**config.mk**
```make
export PLATFORM = sky130hd
export DESIGN_NAME = mprfs_emit
export DESIGN_NICKNAME = d
export VERILOG_FILES = /design/src/design/mprfs_pkg.sv /design/src/design/mprfs_emit.sv
export SDC_FILE = /design/constraint.sdc
export NUM_CORES = 1
export LEC_CHECK = 0
export CAP_MARGIN = 15
export CELL_PAD_IN_SITES_DETAIL_PLACEMENT = 1
export CELL_PAD_IN_SITES_GLOBAL_PLACEMENT = 1
export CORE_UTILIZATION = 52
export CTS_CLUSTER_SIZE = 20
export DETAILED_ROUTE_END_ITERATION = 8
export DONT_BUFFER_PORTS = 1
export GPL_ROUTABILITY_DRIVEN = 0
export PLACE_DENSITY_LB_ADDON = 0.1
export SYNTH_ARGS = -nofsm -noshare
export SYNTH_HDL_FRONTEND = slang
export SYNTH_SLANG_ARGS = --single-unit
export TNS_END_PERCENT = 50
```
**constraint.sdc**
```tcl
create_clock -name clk -period 4.1 [get_ports clk]
set_input_delay 0.205 -clock clk [delete_from_list [all_inputs] [get_ports clk]]
set_output_delay 0.205 -clock clk [all_outputs]
set_load 0.005 [all_outputs]
```
**src/design/mprfs_pkg.sv**
```systemverilog
`timescale 1ns / 1ps
// ============================================================================
// mprfs_pkg
// Shared codes, field widths and beat layouts of the pattern scanner.
// ============================================================================
package mprfs_pkg;

    // Item function codes (carried on s_tuser)
    localparam logic [1:0] FUNC_STORE  = 2'd0;
    localparam logic [1:0] FUNC_DEFINE = 2'd1;
    localparam logic [1:0] FUNC_TEXT   = 2'd2;
    localparam logic [1:0] FUNC_END    = 2'd3;

    // Byte that closes a text line
    localparam logic [7:0] NEWLINE_BYTE = 8'h0A;

    localparam int CFG_W     = 4;
    localparam int LINE_W    = 20;
    localparam int COL_W     = 16;
    localparam int CNT_W     = 16;
    localparam int IN_DATA_W = 24;
    localparam int OUT_DATA_W = 80;

    // Input beat payload, last field in the lowest bits
    typedef struct packed {
        logic [4:0] pattern_length;
        logic       rule_severity;
        logic       rule_kind;
        logic [7:0] byte_value;
        logic [3:0] char_position;
        logic [2:0] rule_slot;
    } in_beat_t;

    // Result beat payload, last field in the lowest bits
    typedef struct packed {
        logic [CNT_W-1:0]  warning_total;
        logic [CNT_W-1:0]  error_total;
        logic [COL_W-1:0]  column;
        logic [LINE_W-1:0] line_number;
        logic              hit_severity;
        logic              hit_kind;
        logic [2:0]        hit_rule;
    } res_beat_t;

    localparam int RES_W = $bits(res_beat_t);

endpackage

```
**src/design/mprfs_emit.sv**
```systemverilog
`timescale 1ns / 1ps
// ============================================================================
// mprfs_emit
// Drains one job a result beat at a time, lowest rule first, keeps the
// error and warning totals and holds the output register.
// ============================================================================
module mprfs_emit
    import mprfs_pkg::*;
#(
    parameter int NUM_RULES = 8
)
(
    input  logic                 clk,
    input  logic                 rst_n,
    input  logic                 job_valid,
    output logic                 job_ready,
    input  logic                 job_end,
    input  logic [NUM_RULES-1:0] job_mask,
    input  logic [NUM_RULES-1:0] job_sev,
    input  logic [COL_W-1:0]     job_col [NUM_RULES],
    input  logic [LINE_W-1:0]    job_line,
    output logic                 out_valid,
    input  logic                 out_ready,
    output res_beat_t            out_res,
    output logic                 out_totals,
    output logic                 out_last
);

    localparam int RULE_W = (NUM_RULES > 1) ? $clog2(NUM_RULES) : 1;

    // Working copy of the job
    logic                 act_reg;
    logic                 end_reg;
    logic [NUM_RULES-1:0] mask_reg;
    logic [NUM_RULES-1:0] sev_reg;
    logic [COL_W-1:0]     col_reg [NUM_RULES];
    logic [LINE_W-1:0]    line_reg;

    logic [CNT_W-1:0]     err_reg;
    logic [CNT_W-1:0]     warn_reg;

    logic                 out_valid_reg;
    res_beat_t            res_reg;
    logic                 totals_reg;
    logic                 last_reg;

    logic                 out_free;
    logic                 emit;
    logic                 have_hit;
    logic [NUM_RULES-1:0] low_bit;
    logic [NUM_RULES-1:0] mask_rest;
    logic [RULE_W-1:0]    sel;
    logic                 finishing;
    logic                 hit_sev;
    logic [CNT_W-1:0]     err_next;
    logic [CNT_W-1:0]     warn_next;

    assign out_free  = !out_valid_reg || out_ready;
    assign emit      = act_reg && out_free;
    assign have_hit  = (mask_reg != '0);
    assign low_bit   = mask_reg & (~mask_reg + NUM_RULES'(1));
    assign mask_rest = mask_reg & ~low_bit;
    assign finishing = !have_hit || ((mask_rest == '0) && !end_reg);
    assign job_ready = !act_reg || (out_free && finishing);

    // Lowest pending rule
    always_comb
    begin
        sel = '0;
        for (int r = NUM_RULES - 1; r >= 0; r--)
        begin
            if (mask_reg[r])
            begin
                sel = RULE_W'(r);
            end
        end
    end

    // Saturating totals including the reported issue
    always_comb
    begin
        hit_sev   = sev_reg[sel];
        err_next  = err_reg;
        warn_next = warn_reg;
        if (hit_sev)
        begin
            if (err_reg != '1)
            begin
                err_next = err_reg + CNT_W'(1);
            end
        end
        else if (warn_reg != '1)
        begin
            warn_next = warn_reg + CNT_W'(1);
        end
    end

    // Result payload
    always_ff @(posedge clk)
    begin
        if (job_valid && job_ready)
        begin
            end_reg  <= job_end;
            mask_reg <= job_mask;
            sev_reg  <= job_sev;
            col_reg  <= job_col;
            line_reg <= job_line;
        end
        else if (emit && have_hit)
        begin
            mask_reg <= mask_rest;
        end

        if (emit)
        begin
            if (have_hit)
            begin
                res_reg.hit_rule     <= 3'(sel);
                res_reg.hit_kind     <= !end_reg;
                res_reg.hit_severity <= hit_sev;
                res_reg.line_number  <= end_reg ? '0 : line_reg;
                res_reg.column       <= end_reg ? '0 : col_reg[sel];
                res_reg.error_total  <= err_next;
                res_reg.warning_total <= warn_next;
                totals_reg           <= 1'b0;
                last_reg             <= (mask_rest == '0) && !end_reg;
            end
            else
            begin
                res_reg.hit_rule     <= '0;
                res_reg.hit_kind     <= 1'b0;
                res_reg.hit_severity <= 1'b0;
                res_reg.line_number  <= '0;
                res_reg.column       <= '0;
                res_reg.error_total  <= err_reg;
                res_reg.warning_total <= warn_reg;
                totals_reg           <= 1'b1;
                last_reg             <= 1'b1;
            end
        end
    end

    // Control: job activity, totals and output valid
    always_ff @(posedge clk or negedge rst_n)
    begin
        if (!rst_n)
        begin
            act_reg       <= 1'b0;
            err_reg       <= '0;
            warn_reg      <= '0;
            out_valid_reg <= 1'b0;
        end
        else
        begin
            if (job_valid && job_ready)
            begin
                act_reg <= 1'b1;
            end
            else if (emit && finishing)
            begin
                act_reg <= 1'b0;
            end

            if (emit)
            begin
                out_valid_reg <= 1'b1;
                if (have_hit)
                begin
                    err_reg  <= err_next;
                    warn_reg <= warn_next;
                end
                else
                begin
                    err_reg  <= '0;
                    warn_reg <= '0;
                end
            end
            else if (out_ready)
            begin
                out_valid_reg <= 1'b0;
            end
        end
    end

    assign out_valid  = out_valid_reg;
    assign out_res    = res_reg;
    assign out_totals = totals_reg;
    assign out_last   = last_reg;

endmodule

```
==> results_dict.tcl <==
set metrics [dict create \
    post_layout_nonfiller_instances 1195 \
    min_path_type "in -> reg" \
    place_inst 966 \
    antenna_violations_before_repair 5 \
    grt_overflow 0 \
    setup.worst_path.start_class "flip-flop" \
    peak_vdd_ir_uv 458 \
    synth.lib_cells_used.distinct 71 \
    cts_buffers 29 \
    postRouteAntennaNets 0 \
    rows 53 \
    floorplan.initialDensity_pct 53.6 \
    fmax_ghz 0.297 \
    ys.warnings.count 0 \
    grt_usage_pct 29.6 \
    clock_latency_on_the_worst_skew_pair_ns 0.56 \
    detail_route.wirelength_mm 32.3 \
    ys_ff_latch 274 \
    slew_violations 0 \
    crit_required_ns 4.40 \
    finalHoldViolCount 0 \
    post_cts_resize_count 0 \
    final_nets 1063 \
    largest_register_ffs 128 \
    wl_per_cell_um 27.0 \
    design.core.area_um2 21200 \
    setup-violations-final 0 \
    seq_area_frac_synth_pct 70.8 \
    chipWidth_um 150 \
    pwr_density_cell_nw_per_um2 520 \
    drive_above_1_share_pct 14.6 \
    grt_pass1_vias 7873 \
    areaGrowthSynthToFinish_pct 26.4 \
    placement.cell_area_um2 11700 \
    cap_viol_max_count 0 \
    postSynth.topFlopCell "sky130_fd_sc_hd__edfxtp_1" \
    cts_tree "done" \
    mappedNetlistArea_um2 11400 \
    pin_count 246 \
    final.hold.worst_slack_ns 0.104 \
    post_synth.cell_area_avg_um2 15.8 \
    postSynth.asyncResetShare_pct 12.4 \
    detail_route.first_pass.iterations 5 \
    floorplan.die_area_um2 22500 \
    slew_headroom_pct 24.8 \
    io_buffers 0 \
    final_core_utilization_pct 67.8 \
    crit_arrival_ns 3.66 \
    clk_pin_slew_ns 0.07 \
    crit_fanout 65 \
    grt_max_degree 66 \
    final.setup.tns_ns 0 \
    critPathKind "reg -> reg" \
    synth_nets 889 \
    finalCriticalPeriod_ns 3.37 \
    final.period_utilization_pct 82.2 \
    clock_sinks 274 \
    cts_setup_buffers 0 \
    drt_first_iter_violations 511 \
    fin_total_pwr_mw 7.47 \
    skew_ns 0.0197 \
    die_height_um 150 \
    cts_root_buffer "sky130_fd_sc_hd__clkbuf_16" \
    place_hpwl_mm 16.7 \
    h_tree_depth 1 \
    synth-edff-count 240 \
    rsz0062_at_grt "false" \
    wire_length_of_the_first_global_routing_pass_mm 49.1 \
    final_area_um2 14400 \
    routed-via-count 7280 \
    drc 0 \
    crit_path_end_kind "flip-flop" \
    status "completed" \
    pre_cts_slack_ns 0.851 \
    viasPerCell 6.09 \
    tightestPinTransition_ns 1.13 \
    timing.final.ws_setup_ns 0.731 \
    clock_path_buffers 3 \
    power.leakage_nw 4.99 \
    synth_cells 718 \
]
-- metal layers --
metal	up-vias	GRT usage [%]	share of wire (%)
met5	-	0	0.040
met2	326	51.8	54
met4	2	8.94	2.8
met1	3735	37.1	37
li1	3163	-	-
met3	54	6.07	6.3
-- where the power goes --
| part | switching, mW | leakage (nW) | internal [mW] |
|---|---|---|---|
| Clock | 1.18 | 0.479 | 1.60 |
| Sequential | 0.224 | 2.67 | 3.34 |
| Combinational | 0.623 | 1.84 | 0.506 |
| Total | 2.02 | 4.99 | 5.45 |
-- cell usage in the layout (no fill, tap or decap), drive strengths merged, types with 9 or more instances in the layout --
cell	count
dlygate4sd3	168
and2	27
o211ai	9
xnor2	17
nand3	38
nor4	9
clkbuf	36
o21ai	24
a21oi	9
mux4	32
nor2	27
buf	17
and3	10
a22o	16
edfxtp	240
dfrtp	34
inv	12
mux2	9
clkinv	9
nor3	20
nand2	48
-- worst paths after layout --
kind / from / end / slack [ns] / depth (start not counted)
worst min-delay path: job_valid / col_reg[67] / 0.10 / 1
max in group asynchronous: rst_n / err_reg[4] / 3.73 / 2
worst max-delay path: mask_reg[1] / mask_reg[7] / 0.73 / 7
min in group asynchronous: rst_n / err_reg[14] / 0.17 / 2
worst min register to register: line_reg[16] / out_res[21] / 0.52 / 1
worst max register to register: mask_reg[1] / mask_reg[7] / 0.73 / 7
-- synthesized netlist by cell type, types with 4 or more instances --
cell                       count  area share (%)
sky130_fd_sc_hd__clkbuf_1     22            0.73
sky130_fd_sc_hd__a32oi_1       7            0.54
sky130_fd_sc_hd__and3_1       10            0.55
sky130_fd_sc_hd__nor3_1       19            0.84
sky130_fd_sc_hd__xor2_1        4            0.31
sky130_fd_sc_hd__or3_1         7            0.38
sky130_fd_sc_hd__and2_1       27             1.5
sky130_fd_sc_hd__a21oi_1       8            0.35
sky130_fd_sc_hd__o31ai_1       7            0.46
sky130_fd_sc_hd__o21ai_0      14            0.62
sky130_fd_sc_hd__nand2_2       9            0.49
sky130_fd_sc_hd__inv_1         9            0.30
sky130_fd_sc_hd__mux2_2        8            0.79
sky130_fd_sc_hd__buf_1         7            0.23
sky130_fd_sc_hd__nand3b_1      4            0.26
sky130_fd_sc_hd__nand2b_1      8            0.44
sky130_fd_sc_hd__nor2_1       26            0.86
sky130_fd_sc_hd__nor2b_1       4            0.22
sky130_fd_sc_hd__nor4_1        8            0.44
sky130_fd_sc_hd__a31oi_1       7            0.38
sky130_fd_sc_hd__dfrtp_1      34             7.5
sky130_fd_sc_hd__o211ai_1      8            0.53
sky130_fd_sc_hd__nand2_1      39             1.3
sky130_fd_sc_hd__a22o_1       16             1.2
sky130_fd_sc_hd__o21ai_2       7            0.54
sky130_fd_sc_hd__edfxtp_1    240              63
sky130_fd_sc_hd__mux2i_1       4            0.35
sky130_fd_sc_hd__nand4_1       7            0.38
sky130_fd_sc_hd__buf_2         9            0.40
sky130_fd_sc_hd__mux4_2       32             6.3
sky130_fd_sc_hd__xnor2_1      17             1.3
sky130_fd_sc_hd__nand3_1      38             1.7
-- worst max-delay path: stages (launching register included) --
cell and delay [ns]:
sky130_fd_sc_hd__edfxtp_1 0.60, sky130_fd_sc_hd__or4_4 0.62, sky130_fd_sc_hd__a2111oi_2 0.32, sky130_fd_sc_hd__a21oi_1 0.13, sky130_fd_sc_hd__o31ai_2 0.42, sky130_fd_sc_hd__and2_4 0.47
sky130_fd_sc_hd__buf_12 0.37, sky130_fd_sc_hd__o21ai_2 0.12
-- kinds of logic (layout without fill, tap and decap cells) --
group           count (synthesis)  in the layout  synth area share, %
other cells                     0              5                    0
fa+ha+maj                       3              3                0.308
compound gates                105            105                 7.27
buf+inv                        52            249                 2.16
simple gates                  218            218                 10.2
flops                         274            274                 70.8
xor+xnor                       21             21                 1.62
mux                            45             45                 7.58
-- layout make-up --
class                           instances  area, um2
Sequential cell                       274       8060
Multi-Input combinational cell        392       3080
Clock inverter                         18        223
Antenna cell                            5       12.5
Clock buffer                           36        772
Tap cell                              275        344
Inverter                               10       40.0
Fill cell                            1856       6840
Timing Repair Buffer                  185       1850
-- timing repair --
| action | CTS | global route |
|---|---|---|
| hold buffers | 169 | 0 |
| hold endpoints to repair | 201 | 0 |
| setup endpoints to repair | 0 | 0 |
No activity file was read; power rests on OpenSTA's default activity.
